<file path="src/hdl/psr_ram.sv">
// Generic single write port RAM with registered read.
`timescale 1ns / 1ps
`default_nettype none
module psr_ram #(
	parameter int WIDTH = 48,
	parameter int DEPTH = 64
) (
	input  wire logic                     clk,
	input  wire logic                     we,
	input  wire logic [$clog2(DEPTH)-1:0] waddr,
	input  wire logic [WIDTH-1:0]         wdata,
	input  wire logic                     re,
	input  wire logic [$clog2(DEPTH)-1:0] raddr,
	output      logic [WIDTH-1:0]         rdata
);
	logic [WIDTH-1:0] mem_q [DEPTH];

	always_ff @(posedge clk) begin
		if (we) begin
			mem_q[waddr] <= wdata;
		end
		if (re) begin
			rdata <= mem_q[raddr];
		end
	end
endmodule
`default_nettype wire

</file>
<file path="config.mk">
export PLATFORM = sky130hd
export DESIGN_NAME = psr_ram
export DESIGN_NICKNAME = d
export VERILOG_FILES = /design/src/hdl/psr_ram.sv
export SDC_FILE = /design/constraint.sdc
export NUM_CORES = 2
export LEC_CHECK = 0
export BUFFER_PORTS_ARGS = -buffer_cell sky130_fd_sc_hd__buf_2
export CAP_MARGIN = 5
export CORE_ASPECT_RATIO = 1.4
export CORE_MARGIN = 10
export CORE_UTILIZATION = 35
export DETAILED_ROUTE_END_ITERATION = 8
export PLACE_DENSITY = 0.53
export SYNTH_ARGS = -nofsm -noshare
export SYNTH_HDL_FRONTEND = slang
export SYNTH_SLANG_ARGS = --single-unit
</file>
<file path="constraint.sdc">
create_clock -name clk -period 5.25 [get_ports clk]
set_input_delay 0.525 -clock clk [delete_from_list [all_inputs] [get_ports clk]]
set_output_delay 0.525 -clock clk [all_outputs]
set_load 0.1 [all_outputs]
</file>
* Yosys cells after proc, flatten, opt, wreduce, memory -nomap -nowiden
Memory sizes are Yosys's and may differ from the RTL's. A register that Yosys moved wholly into a read port is not among the register bits.
Index checks and enable logic that the tools add are counted.
W data, S select, Z words.
** Operators by class
- Shifts and indexed selects :: 0
- Reductions and logical operators :: 0
- Div/mod/pow operators :: 0
- Eq/ne operators :: 0
- Add/sub/neg operators :: 0
- $lt $le $gt $ge :: 0
- Bitwise operators :: 0
- Multiply operators :: 0
- Multiplexer cells :: 2
** Operator list (count)
- $mux W1 :: 2
** Storage, ports and cells
- RAM bits :: 3072
- Bits in latches :: 0
- Output and inout bits :: 48
- Bits of input ports :: 63
- Memories kept :: 1
- Memory bits (read-only) :: 0
- Word-level logic and storage cells :: 3
- Bits in registers :: 0
** Memory list
- mem_q :: depth 64, width 48, read ports 1, clocked after Yosys merged registers in 1, wr ports 1, line 16 : logic [WIDTH-1:0] mem_q [DEPTH];

* Longest topological paths before layout
- Depth in word-level cells :: 2
- Mapped depth :: 9
- Mapped depth without buffers :: 5

* Least setup slack after synthesis
No wires, ideal clock.
- Path kind :: input port to flip-flop
- From :: in waddr[3]
- To :: mem mem_q[48][0], enable pin
- Arrival :: 4.297 ns
- Path buffers :: 1
- Slack :: 0.440 ns
- Stages :: 4
- Cell sequence :: clkbuf_1 -> nor2b_1 -> nand4b_1 -> nor3_1
** RTL lines
- start, declared :: line 10 : input wire logic [$clog2(DEPTH)-1:0] waddr,
- end, declared :: line 16
Straight into the memory's write port.

==> results.md <==
* Post-CTS Setup Repair Bufs at 0
* Gate Count Post-Synth at between 4,000 and 5,000
* Fill cell count at between 20,000 and 30,000
* WL final at 345 mm
* Core area at 0.334 mm^2
* First-pass GRT wire length at roughly 480 mm
* CP Data Required Time at 5.82 ns
* Hold Startpoint: re
* Final Cell Area at around 0.13 mm^2
* Grt total ovfl at 0
* Root Buffer: clkbuf_16
* Final setup margin at 2.26 ns
* CTS hold repair buffers at 0
* Setup TNS at 0 ns
* Multi-input logic area at 0.0230 mm^2
* Layout cells sized above 1 at 28.1%
* Crit-path max FO at 40
* Die extent in x at 510 um
* Crit path buf inv count at 3
* Clock buffer depth at 4
* Levels on crit path at 7
* Post-route ant nets at 0
* Commonest cells after routing, fill and taps aside: 3,120 x edfxtp_1, 754 x mux4_2, 299 x clkbuf_16
* Clk_lat worst skew at 0.86 ns
* Reg2Reg Depth at 4
* HP Class: input port to register
* Number of vias per cell at 5.63
* Nets at 5,353
* Drt wl/cell at 34.7 um
* Cell area power density at roughly 380 mW/mm^2
* Maximum Capacitance Violations at 0
* Tcrit/Tclk final at 56.9%
* PortBufs at 110
* Cell Area, Synth at 0.118 mm^2
* Largest net degree at the start of global routing at 98
* Seq cells post-synth at ~3,100
* Starting Density at 35.2%
* Mapped Nets at 5,033
* Worst IR Drop VDD at 272 uV
* Router iterations before antenna repair at 5
* RSZ-0062 raised after global routing: no
* Post-synthesis sequential area ratio at 79.7%
* Worst hold stages at 1
* Residual DRC count at 0
* Most common cell after layout, fill and taps aside: edfxtp_1
* CP startpoint kind: input port
* Least-Margin Pin Slew at 1.29 ns
* RR Startpoint: mem_q[11][3]$_DFFE_PP_
* Placed wire-length estimate at just under 200 mm
* Synth Warn # at 0
* Placed inst area at 0.125 mm^2
* Worst path max stage delay at around 0.94 ns
* Worst hold-check slack at 0.247 ns
* Status: finished, final reports clean
* FMAX at 335 MHz
* CTS tree: built
* Yosys top cell area share at 79.7%
* Total number of vias at approximately 56,000
* Vias in the first global route at between 50,000 and 60,000
* DR iter-0 viols at 6,039
* Final hold vios at 0
* Crit. Startpoint: raddr[3]
* Area growth, synth to finish at 13.9%
* GRT Overall Usage at 18.8%
* CP max-delay cell: nor2_4
* Flop2flop setup slack at a little under 3 ns
* Yosys cell types at 35
* Crit path time final at 2.99 ns
* DIE HEIGHT at approximately 710 um
* Count of cells resized by post-cts repair at 0
* Synth area leaders: edfxtp_1 80%, mux4_2 14%, o22ai_1 0.65%
* Clk_skew at ~0.046 ns
* Arr. time, crit path at approximately 3.6 ns
* Setup crit end kind: register
* Pleak at between 40 and 50 nW
* Seq. cell area at 0.0937 mm^2
* Count of final setup violators at 0
* Initial antenna violation count at 44
* Post-synth top area cell: edfxtp_1
* Slew HR at 14.1%
* CP Cell Sequence: buf_2 -> buf_4 -> nor2_4 -> buf_4 -> a22o_1 -> a221oi_1 -> a221oi_1
* Row count at 251
* Core Util, Final at 40.1%
* DP Worst Slack at 1.28 ns
* H-tree levels at 5
* Final slew viol count at 0
* CP Class: input port to register
* Die area at 0.360 mm^2
* Clk sink count at 3,120
* Syn_area_per_cell at 23.7 um^2
* Clk slew on worst S/H paths at 0.06 ns
* IO Pins at 111
* CTS buffer count at 290
* Cell family with most CP delay: buffers and inverters
* Routability Congestion at 0.762
==> layer usage <==
layer	track usage, %	routed length [um]	vias up
li1	-	-	22200
met1	23.3	130000	31400
met3	2.66	20100	519
met5	0	109	-
met2	34.3	185000	1925
met4	5.08	9850	16
==> cell families after synthesis <==
group           share of synthesized area [%]
flops                                    79.7
mux                                      15.1
compound gates                           3.01
buf+inv                                  1.27
simple gates                            0.953
==> where the power goes <==
group,switching (mW),total [mW],internal (mW),leakage (nW)
clock network,9.10,20.5,11.4,4.38
registers,0.121,27.8,27.6,28.1
logic,1.81,2.68,0.867,8.29
total,11.0,51.0,39.9,40.8
==> state kept, by name, indices dropped and copies added, names as in the netlist <==
register / flops
mem_q: 3072
rdata: 48
==> Yosys cell counts <==
master and number:
o221ai_1 28, a311o_1 1, a22o_1 57, mux2_2 12, nor2b_1 24, or3b_2 4
buf_6 11, nand4_1 2, nor2_1 132, nand4b_1 1, or2_2 3, mux2i_1 63
buf_1 12, a31o_2 5, a311oi_1 11, mux4_2 754, and2_1 3, a31oi_1 1
nand3_1 7, clkbuf_1 98, or3_1 3, nand2b_1 10, a22oi_1 72, buf_2 98
nor3_1 3, and3_1 1, o22ai_1 122, a221oi_1 83, nand2_1 55, nand3b_1 5
buf_4 62, a211oi_1 32, a21oi_1 74, edfxtp_1 3120, clkbuf_2 1
==> final cells by class <==
class                      count  area share [%]
tap                         4427            4.14
clock inverter               138           0.893
multi-input combinational   1568            17.1
antenna                       23          0.0430
clock buffer                 366            5.77
sequential                  3120            70.0
timing repair buffer         310            2.06
==> worst register-to-register path, stage by stage, from the launching register on <==
cell and delay [ns]:
edfxtp_1 0.37, mux4_2 0.49, a22o_1 0.24, a221oi_1 0.70
a221oi_1 0.23
==> final timing paths <==
kind | endpoint
max | rdata[27]$_DFFE_PP_
min | rdata[2]$_DFFE_PP_
max reg2reg | rdata[3]$_DFFE_PP_
min reg2reg | rdata[13]$_DFFE_PP_
==> stage by stage <==
stage	cells	power (mW)
after floorplan	4970	29.8
after global placement	9425	31.0
after detailed placement	9425	31.0
after CTS	9929	51.4
after global routing	9945	52.5
final	9952	51.0
Note: power is estimated with default switching activity, not from simulation.
