`config.mk`:
```
export PLATFORM = sky130hd
export DESIGN_NAME = psr_out_buf_flat
export DESIGN_NICKNAME = d
export VERILOG_FILES = /design/src/hdl/psr_pkg.sv /design/src/hdl/psr_if.sv /design/src/hdl/psr_out_buf.sv /design/src/flat_wrapper.sv
export SDC_FILE = /design/constraint.sdc
export NUM_CORES = 1
export LEC_CHECK = 0
export ABC_AREA = 1
export BUFFER_PORTS_ARGS = -buffer_cell sky130_fd_sc_hd__buf_2
export CAP_MARGIN = 20
export CORE_MARGIN = 2
export CORE_UTILIZATION = 45
export CTS_CLUSTER_SIZE = 16
export DETAILED_ROUTE_END_ITERATION = 12
export GPL_TIMING_DRIVEN = 0
export PLACE_DENSITY = 0.73
export SLEW_MARGIN = 20
export SYNTH_ARGS = -nofsm -noshare
export SYNTH_HDL_FRONTEND = slang
export SYNTH_SLANG_ARGS = --single-unit
```
`constraint.sdc`:
```
create_clock -name clk -period 6 [get_ports clk]
set_input_delay 0 -clock clk [delete_from_list [all_inputs] [get_ports clk]]
set_output_delay 0 -clock clk [all_outputs]
set_load 0.005 [all_outputs]
```
`src/hdl/psr_pkg.sv`:
```
// Shared types and constants of the per-source packet resequencer.
`timescale 1ns / 1ps
`default_nettype none
package psr_pkg;

	// Sequencer states
	typedef enum logic [3:0] {
		S_IDLE,
		S_LOOKUP,
		S_ARRIVE,
		S_SINGLE,
		S_REL_CHK,
		S_REL_EMIT,
		S_ARM_SCAN,
		S_ARM_CALC,
		S_TICK,
		S_EXP_SCAN,
		S_EXP_EMIT,
		S_EXP_END,
		S_FINISH
	} state_t;

	// Result status codes
	localparam logic [1:0] ST_DELIVERED = 2'd0;
	localparam logic [1:0] ST_BEYOND    = 2'd1;
	localparam logic [1:0] ST_NO_CTX    = 2'd2;
	localparam logic [1:0] ST_DUP_STALE = 2'd3;

	// Input commands
	localparam logic CMD_ARRIVAL = 1'b0;
	localparam logic CMD_TICK    = 1'b1;

	// Configuration register indexes
	localparam int CFG_IDX_W = 2;
	localparam logic [CFG_IDX_W-1:0] CFG_GAP_BASE  = 2'd0;
	localparam logic [CFG_IDX_W-1:0] CFG_RTT_MULT  = 2'd1;
	localparam logic [CFG_IDX_W-1:0] CFG_IDLE_LIM  = 2'd2;
	localparam int CFG_DATA_W = 24;

	localparam int TMR_W  = 25;
	localparam int IDLE_W = 24;
	localparam logic [IDLE_W-1:0] IDLE_MAX = '1;

	// One result before it reaches the output register
	typedef struct packed {
		logic [31:0] src;
		logic [31:0] seq;
		logic [31:0] handle;
		logic [1:0]  status;
	} res_t;

	// Buffered slot payload
	typedef struct packed {
		logic [15:0] rtt;
		logic [31:0] handle;
	} slot_t;

endpackage
`default_nettype wire

```
`src/hdl/psr_if.sv`:
```
// Channel interfaces: input items, result items and configuration writes.
`timescale 1ns / 1ps
`default_nettype none


interface psr_out_if;
	logic        valid;
	logic        ready;
	logic [31:0] out_source;
	logic [31:0] out_seq;
	logic [31:0] out_handle;
	logic [1:0]  status;
	logic        last;
	modport source (output valid, out_source, out_seq, out_handle, status, last,
		input ready);
	modport sink (input valid, out_source, out_seq, out_handle, status, last,
		output ready);
endinterface

`default_nettype wire

```
`src/hdl/psr_out_buf.sv`:
```
// Result holding stage and output register; marks the last result of an item.
`timescale 1ns / 1ps
`default_nettype none
module psr_out_buf
	import psr_pkg::*;
(
	input  wire logic  clk,
	input  wire logic  arst_n,
	input  wire logic  push,
	input  wire res_t  push_res,
	input  wire logic  finish,
	output      logic  can_push,
	output      logic  fin_ok,
	output      logic  pend_busy,
	psr_out_if.source  out_ch
);
	logic pend_v_q;
	res_t pend_q;
	logic out_v_q;
	res_t out_q;
	logic last_q;
	logic out_free;

	// Output register frees when empty or taken this cycle
	always_comb begin
		out_free  = !out_v_q || out_ch.ready;
		can_push  = !pend_v_q || out_free;
		fin_ok    = !pend_v_q || out_free;
		pend_busy = pend_v_q;
	end

	always_ff @(posedge clk or negedge arst_n) begin
		if (!arst_n) begin
			pend_v_q <= 1'b0;
			out_v_q  <= 1'b0;
		end else begin
			if (push && can_push) begin
				pend_v_q <= 1'b1;
				out_v_q  <= pend_v_q || (out_v_q && !out_ch.ready);
			end else if (finish && pend_v_q && out_free) begin
				pend_v_q <= 1'b0;
				out_v_q  <= 1'b1;
			end else if (out_ch.ready) begin
				out_v_q <= 1'b0;
			end
		end
	end

	// Payload: a held result moves out once the next one is known
	always_ff @(posedge clk) begin
		if (push && can_push) begin
			pend_q <= push_res;
			if (pend_v_q) begin
				out_q  <= pend_q;
				last_q <= 1'b0;
			end
		end else if (finish && pend_v_q && out_free) begin
			out_q  <= pend_q;
			last_q <= 1'b1;
		end
	end

	assign out_ch.valid      = out_v_q;
	assign out_ch.out_source = out_q.src;
	assign out_ch.out_seq    = out_q.seq;
	assign out_ch.out_handle = out_q.handle;
	assign out_ch.status     = out_q.status;
	assign out_ch.last       = last_q;
endmodule
`default_nettype wire
```
`src/flat_wrapper.sv`:
```
// flat-port wrapper written by rule: the top's interface ports become plain ports
module psr_out_buf_flat import psr_pkg::*;
  (clk, arst_n, push, push_res, finish, can_push, fin_ok, pend_busy, out_ch_valid, out_ch_out_source, out_ch_out_seq, out_ch_out_handle, out_ch_status, out_ch_last, out_ch_ready);
  psr_out_if out_ch_i ();
  input  wire logic clk;
  input  wire logic arst_n;
  input  wire logic push;
  input  wire res_t push_res;
  input  wire logic finish;
  output      logic can_push;
  output      logic fin_ok;
  output      logic pend_busy;
  output wire logic [$bits(out_ch_i.valid)-1:0] out_ch_valid;
  output wire logic [$bits(out_ch_i.out_source)-1:0] out_ch_out_source;
  output wire logic [$bits(out_ch_i.out_seq)-1:0] out_ch_out_seq;
  output wire logic [$bits(out_ch_i.out_handle)-1:0] out_ch_out_handle;
  output wire logic [$bits(out_ch_i.status)-1:0] out_ch_status;
  output wire logic [$bits(out_ch_i.last)-1:0] out_ch_last;
  input wire logic [$bits(out_ch_i.ready)-1:0] out_ch_ready;
  assign out_ch_valid = out_ch_i.valid;
  assign out_ch_out_source = out_ch_i.out_source;
  assign out_ch_out_seq = out_ch_i.out_seq;
  assign out_ch_out_handle = out_ch_i.out_handle;
  assign out_ch_status = out_ch_i.status;
  assign out_ch_last = out_ch_i.last;
  assign out_ch_i.ready = out_ch_ready;
  psr_out_buf u_core (.clk(clk), .arst_n(arst_n), .push(push), .push_res(push_res), .finish(finish), .can_push(can_push), .fin_ok(fin_ok), .pend_busy(pend_busy), .out_ch(out_ch_i));
endmodule
```
# Word level (Yosys, flattened, before mapping)

Cells that the tools add are included.

Bits in writable memories: 0
Bits in latches: 0
Memories kept: 0
Flip-flop bits (word level): 199
Logic and storage cells: 36
Memory bits (read-only): 0
Output and inout port bits: 103

$mul: 0
Eq/ne operators: 1
Bitwise operators: 0
Magnitude comparators: 0
Reductions and logical operators: 13
$add $sub $neg: 0
Shift-type cells: 0
Muxes and demuxes: 11
Divide/modulo/power cells: 0

Operator list:

| kind                                                            | count |
|---|---|
| 98-bit 2-to-1 mux                                               | 3 |
| 1-bit 2-to-1 mux                                                | 8 |
| 1-bit logical AND                                               | 4 |
| 1-bit zero test                                                 | 3 |
| 1-bit logical OR                                                | 3 |
| 3-bit nonzero test                                              | 1 |
| 2-bit by 1-bit != test with 1-bit output, second input constant | 1 |
| 2-bit AND reduction                                             | 1 |
| 2-bit nonzero test                                              | 1 |

# Logic depth before layout (Yosys ltp)

Depth after elaboration: 6
Gate-level depth with buffers: 4
Mapped depth without buffers: 4

# Least setup slack after synthesis

Ideal clock, no wire load.

Path type: register to register
From: register u_core.pend_v_q (netlist: u_core.pend_busy)
To: register u_core.last_q (netlist: u_core.out_ch.last) (enable)
Arrival time: 4.642 ns
Library setup time: 0.558 ns
Cell stages (with the launch flop): 3
Period minus slack after synthesis: 5.199 ns
Buffers on the path: 0
Slack: 0.801 ns
Path through: dfrtp_1 -> o21ai_0 -> nor2_1

Longest elaborated chain between the ends: 5
Elaborated cells between the ends (all ways): 8

Ends and longest elaborated chain:

| what                                                                                            | line              | RTL |
|---|---|---|
| from (decl)                                                                                     | psr_out_buf.sv:17 | `logic pend_v_q;` |
| from (signal assigned)                                                                          | psr_out_buf.sv:34 | `pend_v_q <= 1'b0;` |
| from (signal assigned)                                                                          | psr_out_buf.sv:38 | `pend_v_q <= 1'b1;` |
| from (signal assigned)                                                                          | psr_out_buf.sv:41 | `pend_v_q <= 1'b0;` |
| 1-bit zero test                                                                                 | psr_out_buf.sv:27 | `can_push = !pend_v_q \|\| out_free;` |
| 1-bit logical OR                                                                                | psr_out_buf.sv:27 |  |
| 1-bit logical AND                                                                               | psr_out_buf.sv:51 | `if (push && can_push) begin` |
| 2-bit by 1-bit != test with 1-bit output (no line) / 2-bit nonzero test (equally long branches) | --                |  |
| 2-bit AND reduction (no line) *                                                                 | --                |  |
| to (signal assigned)                                                                            | psr_out_buf.sv:55 | `last_q <= 1'b0;` |
| to (signal assigned)                                                                            | psr_out_buf.sv:59 | `last_q <= 1'b1;` |
| to (decl)                                                                                       | psr_out_buf.sv:21 | `logic last_q;` |

Mark *: on every way between the ends. The rest lies on a longest branch, timed or not.
A chain may end at the register's enable or synchronous reset.

# Worst setup path in the final report

From: register u_core.pend_v_q (netlist: u_core.pend_busy)
To: register u_core.out_q (netlist bit u_core.out_ch.out_source[9]) (enable)

Longest elaborated chain between the ends: 5
Elaborated cells between the ends (all ways): 8

Ends and longest elaborated chain:

| what                                                                                            | line              | RTL |
|---|---|---|
| 1-bit zero test                                                                                 | psr_out_buf.sv:27 |  |
| 1-bit logical OR                                                                                | psr_out_buf.sv:27 |  |
| 1-bit logical AND                                                                               | psr_out_buf.sv:51 |  |
| 2-bit by 1-bit != test with 1-bit output (no line) / 2-bit nonzero test (equally long branches) | --                |  |
| 2-bit AND reduction (no line) *                                                                 | --                |  |
| to (signal assigned)                                                                            | psr_out_buf.sv:54 | `out_q <= pend_q;` |
| to (signal assigned)                                                                            | psr_out_buf.sv:58 | `out_q <= pend_q;` |
| to (decl)                                                                                       | psr_out_buf.sv:20 | `res_t out_q;` |

Marked as above.

==> flow_metrics.env <==
export IMPL_synth_cell_area_um2=6031
export IMPL_rr_worst_depth=4
export IMPL_tightestPinTransition_ps=707.2
export IMPL_clockRootBuffer="clkbuf_16"
export IMPL_floorplan_die_height_um=119.8
export IMPL_hold_violations=0
export IMPL_synthSimpleGateAreaFrac=0.005602
export IMPL_setup_worst_path_start="u_core.pend_busy"
export IMPL_area_share_of_the_leading_cell_type_in_the_synthesized_netlist=0.9809
export IMPL_numClockSinks=199
export IMPL_synth_fa_ha_area_frac=0
export IMPL_netlist_top_cell_by_area="edfxtp_1"
export IMPL_synth_ff_latch_count=199
export IMPL_grt_overflow_total=0
export IMPL_yosys_warnings=0
export IMPL_synth_mux_area_frac=0
export IMPL_dieArea_um2=14340
export IMPL_port_buffer_count=205
export IMPL_period_minus_slack_ps=1960
export IMPL_syn_num_nets=316
export IMPL_routed_via_count=3234
export IMPL_setup_reg_to_reg_worst_slack_ps=4040
export IMPL_max_vdd_ir_drop_mv=0.1904
export IMPL_postSynth_asyncResetShare=0.01005
export IMPL_maximum_fanout_along_the_worst_path=27
export IMPL_floorplan_core_area_um2=13190
export IMPL_number_of_violations_reported_at_the_end_of_detailed_routing_iteration_0=227
export IMPL_power_static_leakage_nw=3.530
export IMPL_grt_first_pass_wirelength_mm=17.53
export IMPL_cts_clk_slew_worst_paths_ps=60
export IMPL_whs_ps=293.3
export IMPL_path_cells="o21ai_0 > nor2_4 > buf_16 > buf_16"
export IMPL_critical_path_capture_point_type="flip-flop"
export IMPL_mean_syn_cell_area_um2=28.31
export IMPL_netlist_instances=213
export IMPL_antenna_cells_inserted=0
export IMPL_crit_path_end="u_core.out_ch.out_source[9]"
export IMPL_synth_top_family_by_area="simple AND/OR/NAND/NOR gates"
export IMPL_power_clock_fraction=0.362
export IMPL_count_of_pins_on_the_block_boundary=206
export IMPL_drive_above_1_share=0.4283
export IMPL_wire_per_inst_um=15.89
export IMPL_clk_insertion_delay_late_ps=410
export IMPL_final_period_utilization=0.3267
export IMPL_grt_max_degree=54
export IMPL_fin_worst_skew_ps=6.287
export IMPL_gp_routability_congestion=0.6649
export IMPL_number_of_flops_mapped_to_enable_cells_by_yosys=197
export IMPL_crit_required_ps=6110
export IMPL_synthTopCellsByCount="edfxtp_1, inv_1, nand2_1"
export IMPL_floorplan_rows=42
export IMPL_fp_dieW_um=119.8
export IMPL_cts_path_max_buffers=2
export IMPL_critPathKind="reg -> reg"
export IMPL_area_fraction_in_compound_gates_after_synthesis=0.0008299
export IMPL_first_global_vias=3439
export IMPL_final_setup_worst_slack_ps=4040
export IMPL_min_delay_path_class="in -> reg"
export IMPL_yosys_area_share_xor_xnor=0
export IMPL_place_hpwl_mm=6.866
export IMPL_synthFlopType="edfxtp_1"
export IMPL_h_tree_depth=4
export IMPL_run_status="complete, no violations"
export IMPL_netlist_cell_type_count=9
export IMPL_worst_ep_arrival_time_ps=2080
export IMPL_yosysSeqAreaShare=0.9892
export IMPL_power_net_switching_uw=581.3
export IMPL_totalWireLength_mm=11.67
export IMPL_timing_critical_path_from_type="flip-flop"
export IMPL_timing_rr_end="u_core.out_ch.out_source[9]"
export IMPL_numCtsBuffers=17
export IMPL_critical_path_most_common_cell="buf_16"
export IMPL_antenna_found_initial=0
export IMPL_floorplan_initialDensity=0.4572
export IMPL_synth_area_leaders="edfxtp_1, dfrtp_1, inv_1"
export IMPL_postCtsHoldBufs=104
export IMPL_grt_use_total=0.1668
export IMPL_setup_viol=0
export IMPL_post_synthesis_to_final_layout_area_growth_pct=49.69
export IMPL_slew_headroom=0.5274
export IMPL_maxSlewViolCount=0
export IMPL_power_frac_comb=0.079
export IMPL_maxCapViolations=0
export IMPL_drt_antenna_violating_nets=0
export IMPL_power_sequential_fraction=0.559
export IMPL_post_cts_resized=0
export IMPL_clock_tree_from_tritoncts="done"
export IMPL_postCtsSetupRepairBufs=0
export IMPL_cpPeakStageDelay_ps=600
export IMPL_yosysMostFrequentCell="edfxtp_1"
export IMPL_routed_via_density=4.406
export IMPL_fmax_ghz=0.5102
export IMPL_nets=649
export IMPL_p_sw_frac=0.1925
export IMPL_dp_worst_setup_slack_ps=4074
export IMPL_drc=0
export IMPL_power_report_internal_total_mw=2.438
export IMPL_cp_slowest_cell="nor2_4"
export IMPL_drt_first_pass_iters=4
export IMPL_rsz0062_at_grt="no"
export IMPL_r2r_start="u_core.pend_busy"
export IMPL_powerDensity_nw_per_um2=334.5
-- routing by layer --
metal	share of wire	GRT usage	wire length, um
met5	0	0	0
met1	0.39	0.1938	4551
met3	0.062	0.05418	729
met2	0.53	0.2864	6128
met4	0.022	0.06912	256
-- power groups by stage --
stage / clock, mW / combinational (mW) / sequential [mW]
floorplan: 0 / 0.0401 / 1.73
global placement: 0 / 0.154 / 1.73
detailed placement: 0 / 0.184 / 1.72
CTS: 1.12 / 0.238 / 1.69
global route: 1.18 / 0.260 / 1.70
finish: 1.09 / 0.238 / 1.69
-- registers in the layout (all words and copies together) (netlist names) --
signal / cells
u_core.out_ch.last: 1
u_core.out_ch.out_handle: 32
u_core.out_ch.out_seq: 32
u_core.out_ch.out_source: 32
u_core.out_ch.status: 2
u_core.out_ch.valid: 1
u_core.pend_busy: 1
u_core.pend_q: 98
-- through the flow --
| stage | instance area (um^2) | TNS [ps] | std cells | utilization | power [mW] |
|---|---|---|---|---|---|
| 2_1_floorplan | 6031 | 0 | 213 | - | 1.774 |
| 3_3_place_gp | 7277 | -72780 | 594 | 0.5517 | 1.885 |
| 3_5_place_dp | 7417 | 0 | 599 | 0.5623 | 1.901 |
| 4_1_cts | 9027 | 0 | 734 | 0.6844 | 3.046 |
| 5_1_grt | 9027 | 0 | 734 | 0.6844 | 3.132 |
| 6_report | 9027 | 0 | 734 | 0.6844 | 3.020 |
-- kinds of logic (layout without fill, tap and decap cells) --
family,count (synthesis),count (layout)
flip-flops,199,199
buffers and inverters,6,351
AO/OA/AOI/OAI,1,1
AND/OR/NAND/NOR,7,7
-- critical path, delay by kind of cell (launching register included) --
kind,cells,cell delay [ps]
DFF,1,410
and+or+nand+nor,1,600
buffers and inverters,2,410
AOI/OAI and AO/OA,1,220
-- worst min-delay path by stage --
stage,slack [ps],start,end,depth (start not counted)
final,290,push_res[86],u_core.pend_q[86],2
after global routing,280,push_res[5],u_core.pend_q[5],2
after CTS,270,push_res[1],u_core.pend_q[1],2
after detailed placement,-210,arst_n,u_core.pend_busy,1
after global placement,-220,arst_n,u_core.out_ch.valid,1
after floorplan,-300,arst_n,u_core.out_ch.valid,0
-- layout make-up --
type / instances / area [um^2]
Sequential cell: 199 / 5966
Fill cell: 836 / 4163
Timing Repair Buffer: 314 / 2197
Clock buffer: 22 / 444.2
Tap cell: 176 / 220.2
Clock inverter: 9 / 125.1
Multi-Input combinational cell: 8 / 46.29
Inverter: 5 / 21.27
Buffer: 1 / 7.507
-- placed cells by master (no fill, tap or decap), drive strengths merged --
master,instances
buf,211
bufinv,3
clkbuf,22
clkinv,4
clkinvlp,1
dfrtp,2
dlygate4sd3,104
edfxtp,197
inv,6
nand2,4
nand3,2
nor2,1
o21ai,1
Note: power is estimated with default switching activity, not from simulation.
