`config.mk`:
```
export PLATFORM = sky130hd
export DESIGN_NAME = psr_gap_calc
export DESIGN_NICKNAME = d
export VERILOG_FILES = /design/src/hdl/psr_pkg.sv /design/src/hdl/psr_gap_calc.sv
export SDC_FILE = /design/constraint.sdc
export NUM_CORES = 1
export LEC_CHECK = 0
export ABC_AREA = 0
export ABC_CLOCK_PERIOD_IN_PS = 5730
export BUFFER_PORTS_ARGS = -buffer_cell sky130_fd_sc_hd__clkbuf_2
export CAP_MARGIN = 0
export CORE_MARGIN = 2
export CORE_UTILIZATION = 50
export DETAILED_ROUTE_END_ITERATION = 16
export GPL_TIMING_DRIVEN = 0
export PLACE_DENSITY = 0.76
export SLEW_MARGIN = 0
export SYNTH_ARGS = -nofsm -noshare
export SYNTH_HDL_FRONTEND = slang
export SYNTH_SLANG_ARGS = --single-unit
```
`constraint.sdc`:
```
create_clock -name vclk -period 5.73
set_clock_uncertainty 0.15 [all_clocks]
set_input_delay 0.2865 -clock vclk [all_inputs]
set_output_delay 0.2865 -clock vclk [all_outputs]
set_load 0.01 [all_outputs]
```
`src/hdl/psr_pkg.sv`:
```
// Shared types and constants of the per-source packet resequencer.
`timescale 1ns / 1ps
`default_nettype none
package psr_pkg;

	// Sequencer states
	typedef enum logic [3:0] {
		S_IDLE,
		S_LOOKUP,
		S_ARRIVE,
		S_SINGLE,
		S_REL_CHK,
		S_REL_EMIT,
		S_ARM_SCAN,
		S_ARM_CALC,
		S_TICK,
		S_EXP_SCAN,
		S_EXP_EMIT,
		S_EXP_END,
		S_FINISH
	} state_t;

	// Result status codes
	localparam logic [1:0] ST_DELIVERED = 2'd0;
	localparam logic [1:0] ST_BEYOND    = 2'd1;
	localparam logic [1:0] ST_NO_CTX    = 2'd2;
	localparam logic [1:0] ST_DUP_STALE = 2'd3;

	// Input commands
	localparam logic CMD_ARRIVAL = 1'b0;
	localparam logic CMD_TICK    = 1'b1;

	// Configuration register indexes
	localparam int CFG_IDX_W = 2;
	localparam logic [CFG_IDX_W-1:0] CFG_GAP_BASE  = 2'd0;
	localparam logic [CFG_IDX_W-1:0] CFG_RTT_MULT  = 2'd1;
	localparam logic [CFG_IDX_W-1:0] CFG_IDLE_LIM  = 2'd2;
	localparam int CFG_DATA_W = 24;

	localparam int TMR_W  = 25;
	localparam int IDLE_W = 24;
	localparam logic [IDLE_W-1:0] IDLE_MAX = '1;

	// One result before it reaches the output register
	typedef struct packed {
		logic [31:0] src;
		logic [31:0] seq;
		logic [31:0] handle;
		logic [1:0]  status;
	} res_t;

	// Buffered slot payload
	typedef struct packed {
		logic [15:0] rtt;
		logic [31:0] handle;
	} slot_t;

endpackage
`default_nettype wire

```
`src/hdl/psr_gap_calc.sv`:
```
// Gap timeout unit: base ticks plus multiplier times rtt.
`timescale 1ns / 1ps
`default_nettype none
module psr_gap_calc
	import psr_pkg::*;
(
	input  wire logic [15:0]      base,
	input  wire logic [7:0]       mult,
	input  wire logic [15:0]      rtt,
	output      logic [TMR_W-1:0] timeout
);
	logic [23:0] prod;

	// 8x16 product fits 24 bits, sum fits the timer
	always_comb begin
		prod    = 24'(mult) * 24'(rtt);
		timeout = TMR_W'(prod) + TMR_W'(base);
	end
endmodule
`default_nettype wire

```
# --- Word-level counts from Yosys, hierarchy flattened ---
# Index checks and enable logic that the tools add are counted.
op_classes:
  addsub: 1
  mul: 1
ops:
  columns: ["operator", "n"]
  rows:
  - ["$add A24 B16 Y25", 1]
  - ["$mul A8 B16 Y24", 1]
word_totals:
  regBits: 0
  output_inout_bits: 25
  word_cells: 2

# --- Longest topological paths before layout ---
# Gate-level depths: netlist of the first run.
logic_depth:
  depth_word: 2
  depth_mapped: 18
  mapped_depth_nobuf: 16

# --- Least setup slack after synthesis of the first run ---
# Ideal clock, no wire load.
synth_path:
  kind: "input-to-output"
  from: "in mult[1]"
  to: "out timeout[24]"
  arrival_time_ns: 4.385
  setup_slack_ns: 0.908
  stages: 17
  cell_sequence: "clkbuf_1 clkbuf_1 nand2_1 fa_1 inv_1 fa_1 fa_1 inv_1 fa_1 inv_1 ha_1 and3_1 nand3_2 or2_4 o221ai_4 o22ai_2 xnor2_1"
synth_between:
  elab_chain_cells: 2
synth_rtl:
  columns: ["element", "line_no", "rtl"]
  rows:
  - ["start, declared", "psr_gap_calc.sv:8", "input wire logic [7:0] mult,"]
  - ["$mul A8 B16 Y24", "psr_gap_calc.sv:16", "prod = 24'(mult) * 24'(rtt);"]
  - ["$add A24 B16 Y25", "psr_gap_calc.sv:17", "timeout = TMR_W'(prod) + TMR_W'(base);"]
  - ["end, declared", "psr_gap_calc.sv:10", "output logic [TMR_W-1:0] timeout"]
# Every way passes these cells.

# --- Worst setup path in the final report of the first run ---
layout_path:
  from: "in mult[6]"
  to: "out timeout[23]"
# Same word-level chain as after synthesis.

==> metrics.cfg, run 1 <==
[outcome]
outcome=finished, final reports clean

[final_layout]
final_cells=713
area_growth_pct=9.97
fillers=880
final_util_pct=55.7
antennaDiodeCount=0
seq_area_um2=0
multi_input_comb_area_um2=4040
design.seq.count=0
nets=792
final_area_um2=5080
clock_buffers=0
layout-drive-gt1-share_pct=13.3

[power]
power_density_nw_per_um2=515
pwr-share-comb_pct=100.0
p_switching_uw=1520
ir_drop_mv=0.462
p_int_uw=1100
power_leakage_uw=0.00285
switching_share_pct=58.0
seq_power_share_pct=0
pwr-share-clk_pct=0

[min_path]
hp-start=base[0]
hold_class=in2out

[global_routing]
overflow=0
antenna_found_initial=0
grt_max_degree=11
grt_pass1_wl_mm=17.3
grt_pass1_vias=3824
grtUsageTotal_pct=21.5

[drt]
wirelength_mm=10.3
drt-pass1-iter-count=4
vias=3727
drc=0
wire_per_inst_um=14.5
drtAntennaViolNets=0
drt-vias-per-instance=5.23
drt_iter0_markers=110

[worst_setup_path]
required_ns=5.29
critical_path_class=in2out
start_kind=input port
arrival_ns=4.96
end_kind=output port
cp_max_fo=10
critPathLaunch=mult[6]

[yosys]
synth.area.top_cells=fa_1, ha_1, inv_1
avgSynthCellArea_um2=8.57
synth.most_common_cell=inv_1
synth_nets=727
synth_commonest_cells=inv_1, fa_1, and2_1
synth.distinct_cells=36
yosysSeqAreaShare_pct=0
yosys_warnings=0
synth_top_area_share_pct=43.4
syn_inst=539
synth_area_um2=4620
synth.largest_area_cell=fa_1

[die]
core-area_um2=9110
rows=35
die_area_um2=10000
dieWidth_um=100
initial_utilization_pct=50.7
ios=65
die_h_um=100

[sta]
final-setup-viol-count=0
slew_violations=0
slew_headroom_pct=70.5
min_period_ns=5.40
fin_crit_sh_pct=94.2
rsz0062_at_grt=no
clock.fmax_mhz=185
setup-tns-final_ns=0
tightest_slew_ns=0.442
finalHoldViolCount=0

[flow_run]
drv_cap=0

[placement]
port_buffers=64
hpwl_mm=9.19
placed_cells=714
detailed_place.area_um2=5080
place_congestion=0.855

[clocking]
hold_buffers=0
ctsResizeCount=0
cts_setup_buffers=0

[power groups by stage]
stage,combinational (uW),sequential (uW),clock (uW)
4_1_cts,2650,0,0
5_1_grt,2920,0,0
3_3_place_gp,2570,0,0
2_1_floorplan,1900,0,0
3_5_place_dp,2640,0,0
6_report,2620,0,0
[worst paths after layout]
| check | end | slack (ns) | cells after the start |
|---|---|---|---|
| max | timeout[23] | 0.33 | 18 |
| min | timeout[0] | 0.77 | 3 |
[per-stage QoR]
stage               hold WS (ns)  power [uW]  worst slack (ns)
global route               0.786        2920            0.0346
global placement           0.737        2570             0.228
finish                     0.768        2620             0.334
CTS                        0.771        2650             0.132
detailed placement         0.771        2640             0.148
floorplan                  0.574        1900             0.908
[cells in the final DEF, fill, tap and decap left out, types with 2 or more instances in the layout]
master,instances
a21oi_1,22
clkbuf_2,68
fa_1,100
nand2_1,57
and2_1,82
nand3_1,3
o21ai_1,5
inv_1,140
nand4_1,3
nor3_1,4
ha_1,48
and3_1,3
a31oi_1,3
o21ai_0,7
o21bai_1,3
nor2_1,3
xor2_1,6
nand2b_1,2
clkbuf_1,7
a21o_1,7
xnor2_1,13
[layer usage]
metal	vias up	global-route usage (%)	part of all wire, %
met5	-	0	0
met4	0	4.00	2.1
met2	81	41.4	55
met1	1900	27.4	40
met3	14	0.418	2.9
li1	1732	-	-
[critical path: stages]
cell,delay [ns]
clkbuf_2,0.20
clkbuf_1,0.38
nand2_1,0.14
fa_1,0.51
fa_1,0.50
inv_1,0.05
fa_1,0.47
inv_1,0.06
fa_1,0.53
inv_1,0.04
ha_1,0.35
a21o_1,0.24
a221oi_4,0.43
o221ai_2,0.23
nand4_1,0.14
nand3_1,0.10
xor2_1,0.14
clkbuf_2,0.15
[area by class of cell]
| cell class | count | area share [%] |
|---|---|---|
| multi-input cells | 386 | 79.6 |
| inverters | 140 | 10.3 |
| repair buffers | 64 | 6.31 |
| well taps | 111 | 2.74 |
| plain buffers | 12 | 1.01 |
[logic make-up after synthesis]
| kind of cell | count (synthesis) | synth area share [%] |
|---|---|---|
| xor+xnor | 19 | 3.60 |
| simple gates | 163 | 19.0 |
| fa+ha+maj | 148 | 56.4 |
| buf+inv | 153 | 12.5 |
| compound gates | 56 | 8.59 |
Note: power is estimated with default switching activity, not from simulation.
==> inputs of run 2 (changes only) <==
==> constraint.sdc (replaced) <==
create_clock -name vclk -period 5.73
set_clock_uncertainty 0.15 [all_clocks]
set_input_delay 0.573 -clock vclk [all_inputs]
set_output_delay 0.573 -clock vclk [all_outputs]
set_load 0.01 [all_outputs]
==> run 2 against run 1 <==
Count of clock-buffer cells in the layout unchanged. Design area up 2.0%. Final cell count is 0.28% lower. Critical path depth is 1 higher. Setup slack got worse by 0.14 ns. Maximum frequency shrank 2.5%. Die area did not move. Flip-flop and latch count unchanged. Global-route usage fell by 0.61 points. Non-clock buffer count is 2 lower. Worst hold slack improved by 0.57 ns. Highest routed layer unchanged.
==> metrics.cfg, run 2 (synthesis results as in run 1) <==
[global_routing]
antenna_found_initial=0  ; unchanged
grt_pass1_wl_mm=17.0  ; -1.7%
grt_pass1_vias=3782  ; -1.1%
grtUsageTotal_pct=20.9  ; -0.61 points
overflow=0  ; unchanged
grt_max_degree=17  ; +6

[worst_setup_path]
max_stage_delay_ns=0.55  ; +0.02 ns
crit_chain=clkbuf_4 -> buf_8 -> nand2_1 -> fa_1 -> inv_1 -> fa_1 -> fa_1 -> inv_1 -> fa_1 -> inv_1 -> ha_1 -> clkbuf_4 -> and3_4 -> nand3_2 -> or2_4 -> o221ai_4 -> o22ai_2 -> xnor2_1 -> clkbuf_2
required_ns=5.01  ; -0.28 ns
path_common_cell=fa_1
cp_max_fo=8  ; -2
slowest_stage=fa_1
start_kind=input port
end_kind=output port
critical_path_class=in2out
arrival_ns=4.81  ; -0.15 ns

[final_layout]
fillers=869  ; -1.3%
final_cell_mix=inv_1, fa_1, and2_1
nets=790  ; -0.25%
area_growth_pct=12.2
design.seq.count=0  ; unchanged
layout-drive-gt1-share_pct=15.0  ; +1.7 points
clock_buffers=0  ; unchanged
final_common_cell=inv_1
seq_area_um2=0  ; unchanged
antennaDiodeCount=0  ; unchanged
multi_input_comb_area_um2=4080  ; +0.99%

[drt]
drt-pass1-iter-count=4  ; unchanged
drtAntennaViolNets=0  ; unchanged
vias=3714  ; -0.35%
drt_iter0_markers=104  ; -5.5%
drt-vias-per-instance=5.22  ; about the same
drc=0  ; unchanged
wirelength_mm=10.2  ; -1.0%
wire_per_inst_um=14.4  ; -0.75%

[outcome]
outcome=finished, final reports clean

[sta]
min_period_ns=5.54  ; +0.139 ns
slew_headroom_pct=75.5  ; +4.9 points
slew_violations=0  ; unchanged
finalHoldViolCount=0  ; unchanged
tightest_slew_ns=0.368  ; -0.0739 ns
final-setup-viol-count=0  ; unchanged
finalWorstSetupSlack_ns=0.194  ; -0.139 ns
fin_crit_sh_pct=96.6  ; +2.4 points
clock.fmax_mhz=181  ; -2.5%

[power]
ir_drop_mv=0.467  ; +1.1%
power_leakage_uw=0.00288  ; +0.91%
p_total_uw=2730  ; +4.3%
power_density_nw_per_um2=527  ; +2.3%

[flow_run]
drv_cap=0  ; unchanged

[die]
rows=35  ; unchanged
ios=65  ; unchanged
dieWidth_um=100  ; unchanged
die_area_um2=10000  ; unchanged
initial_utilization_pct=50.7  ; unchanged
die_h_um=100  ; unchanged
core-area_um2=9110  ; unchanged

[placement]
hpwl_mm=9.19  ; unchanged
place_congestion=0.855  ; unchanged
port_buffers=64  ; unchanged
place_ws_ns=-0.425  ; -0.573 ns

[min_path]
hold_class=in2out
hold_depth=3  ; unchanged
holdPathEnd=timeout[0]
hp-start=base[0]

[run 2: cell count changes in the layout (fill, tap and decap cells not counted), sizes merged]
cell    previous run  this run
buf                1         9
clkbuf            75        65
[run 2: where the power goes]
part,leakage (uW),internal [uW],switching (uW)
Clock,0,0,0
Sequential,0,0,0
Combinational,0.00288,1170,1560
Total,0.00288,1170,1560
[run 2: what timing repair did]
item | in CTS | in global routing
buffers inserted | 0 | 3
endpoints found under the setup margin | 16 | 12
pin swaps | 0 | 6
cloned | 0 | 1
hold buffers | 0 | 0
gates resized for setup | 8 | 25
[run 2: worst max-delay path: cells and delay by family]
kind,cells,cell delay (ns)
xor gates and xnor gates,1,0.18
buffers and inverters,7,0.81
AOI/OAI and AO/OA,2,0.34
and+or+nand+nor,4,0.62
adders and majority gates,5,2.27
[run 2: worst max-delay path by stage]
stage / slack (ns) / from / endpoint / cells past startpoint
after floorplan: 0.34 / mult[1] / timeout[24] / 17
after global placement: -0.35 / mult[1] / timeout[23] / 18
after detailed placement: -0.42 / mult[1] / timeout[23] / 18
after CTS: 0.0004 / mult[1] / timeout[23] / 18
after global routing: -0.0009 / mult[0] / timeout[24] / 19
final: 0.19 / mult[0] / timeout[24] / 19
[run 2: routing by layer]
metal	track usage, %	part of all wire (%)	routed length, um
met2	41.5	56	5710
met4	2.95	1.5	149
met3	0.348	2.9	293
met1	26.0	40	4060
met5	0	0	0
[run 2: metrics by stage]
step / instances / area (um2) / TNS [ns] / hold WS [ns] / util, %
final: 711 / 5180 / 0 / 1.34 / 56.9
after global routing: 711 / 5180 / -0.000914 / 1.36 / 56.9
after CTS: 708 / 5080 / 0 / 1.34 / 55.7
after detailed placement: 714 / 5080 / -4.02 / 1.34 / 55.7
after global placement: 714 / 5080 / -3.13 / 1.31 / 55.7
after floorplan: 539 / 4620 / 0 / 1.15 / -
[run 2: cell type report]
class / instances / area share [%]
Multi-Input combinational cell: 386 / 78.8
Inverter: 140 / 10.1
Timing Repair Buffer: 68 / 7.39
Tap cell: 111 / 2.68
Buffer: 6 / 0.966
==> inputs of run 3 (changes only) <==
CORE_ASPECT_RATIO = 1.5   (was default)
CORE_UTILIZATION = 55   (was 50)
PLACE_DENSITY = 0.82   (was 0.76)
==> run 3 against run 2 <==
Setup slack got worse by 0.030 ns. Via count is 1.6% higher. Power rose by 0.26%. Non-clock buffer count down 1. Final cell count shrank 0.98%. First-iteration DRC count is 91% higher. Combinational power about the same. Core utilization increased by 7.0 points. Largest cell class unchanged.
==> metrics.cfg, run 3 (synthesis results as in run 1) <==
[sta]
whs_ns=1.31  ; -0.0332 ns
fin_crit_sh_pct=97.1  ; +0.53 points
slew_headroom_pct=77.9  ; +2.4 points
finalWorstSetupSlack_ns=0.164  ; -0.0305 ns
min_period_ns=5.57  ; +0.0305 ns
tightest_slew_ns=0.327  ; -0.0407 ns
clock.fmax_mhz=180  ; -0.55%
final-setup-viol-count=0  ; unchanged
finalHoldViolCount=0  ; unchanged
slew_violations=0  ; unchanged

[power]
power_leakage_uw=0.00287  ; -0.31%
pwr-share-comb_pct=100.0  ; about the same
switching_share_pct=57.4  ; +0.45 points
p_switching_uw=1570  ; +1.0%
p_int_uw=1170  ; -0.78%
p_total_uw=2740  ; +0.26%
pwr-share-clk_pct=0  ; unchanged
seq_power_share_pct=0  ; unchanged
power_density_nw_per_um2=532  ; +0.97%
ir_drop_mv=0.623  ; +33%

[global_routing]
grt_max_degree=17  ; unchanged
grtUsageTotal_pct=24.6  ; +3.6 points
grt_pass1_wl_mm=18.0  ; +6.0%
grt_pass1_vias=4155  ; +9.9%
antenna_found_initial=0  ; unchanged
overflow=0  ; unchanged

[final_layout]
clock_buffers=0  ; unchanged
final_cell_mix=inv_1, fa_1, and2_1
area_growth_pct=11.4
final_util_pct=63.8  ; +7.0 points
nets=789  ; -0.13%
seq_area_um2=0  ; unchanged
design.seq.count=0  ; unchanged
antennaDiodeCount=0  ; unchanged
layout-drive-gt1-share_pct=14.5  ; -0.48 points
final_common_cell=inv_1

[die]
die_h_um=116  ; +16%
ios=65  ; unchanged
die_area_um2=9160  ; -8.6%
rows=40  ; +14%
dieWidth_um=78.8  ; -21%
initial_utilization_pct=57.3  ; +6.6 points
core-area_um2=8060  ; -12%

[worst_setup_path]
cp_max_fo=16  ; +8
critical_path_class=in2out
required_ns=5.01  ; about the same
arrival_ns=4.84  ; +0.03 ns
start_kind=input port
end_kind=output port

[drt]
wire_per_inst_um=15.1  ; +5.2%
drt-vias-per-instance=5.36  ; +2.7%
vias=3775  ; +1.6%
drc=0  ; unchanged
wirelength_mm=10.6  ; +4.2%
drt_iter0_markers=199  ; +91%
drt-pass1-iter-count=4  ; unchanged
drtAntennaViolNets=0  ; unchanged

[min_path]
hold_class=in2out

[outcome]
outcome=finished, final reports clean

[placement]
port_buffers=64  ; unchanged
hpwl_mm=9.55  ; +4.0%
place_congestion=0.878  ; +2.7%
place_ws_ns=-0.445  ; -0.0203 ns

[flow_run]
drv_cap=0  ; unchanged

[clocking]
hold_buffers=0  ; unchanged

==> run 3: stage by stage <==
stage          area, um2  TNS (ns)  instances
2_1_floorplan       4620         0        539
5_1_grt             5140  -0.00217        704
3_5_place_dp        5070     -4.31        708
4_1_cts             5050   -0.0110        702
6_report            5140         0        704
3_3_place_gp        5070     -2.36        708
==> run 3: timing repair <==
action,4_1_cts,5_1_grt
gates cloned,0,1
setup endpoints to repair,15,13
resized for setup,5,27
pin swaps,0,5
endpoints found under the hold margin,0,0
buffers inserted,0,2
==> run 3: path summary, 6_finish.rpt <==
kind                 from           to  slack, ns  depth (start not counted)
setup / recovery  mult[2]  timeout[18]       0.16                         17
hold / removal    base[0]   timeout[0]       1.31                          3
==> run 3: power by group through the flow <==
stage                     logic [uW]  registers [uW]  clock network, uW
after global placement          2580               0                  0
after CTS                       2660               0                  0
after global routing            3040               0                  0
final                           2740               0                  0
after floorplan                 1900               0                  0
after detailed placement        2650               0                  0
==> run 3: layout make-up <==
class,instances,area (um2)
multi-input combinational,386,4060
fill,702,2920
inverter,140,526
timing repair buffer,67,375
tap,105,131
buffer,6,46.3
==> run 3: worst max-delay path: stages <==
cell and delay, ns:
clkbuf_4 0.21, nand2_1 0.10, fa_1 0.51, fa_1 0.54, inv_1 0.05, fa_1 0.47
inv_1 0.05, fa_1 0.53, inv_1 0.04, ha_1 0.35, a21o_1 0.24, a31o_1 0.23
o21ai_4 0.23, o221ai_4 0.19, a21boi_2 0.20, xnor2_1 0.13, clkbuf_2 0.16
==> run 3: per-layer routing <==
metal / GRT usage, % / part of all wire (%) / vias up
met1: 25.5 / 34 / 1909
met4: 7.01 / 3.3 / 0
met5: 0 / 0 / -
met3: 0.927 / 3.2 / 28
li1: - / - / 1730
met2: 52.1 / 60 / 108
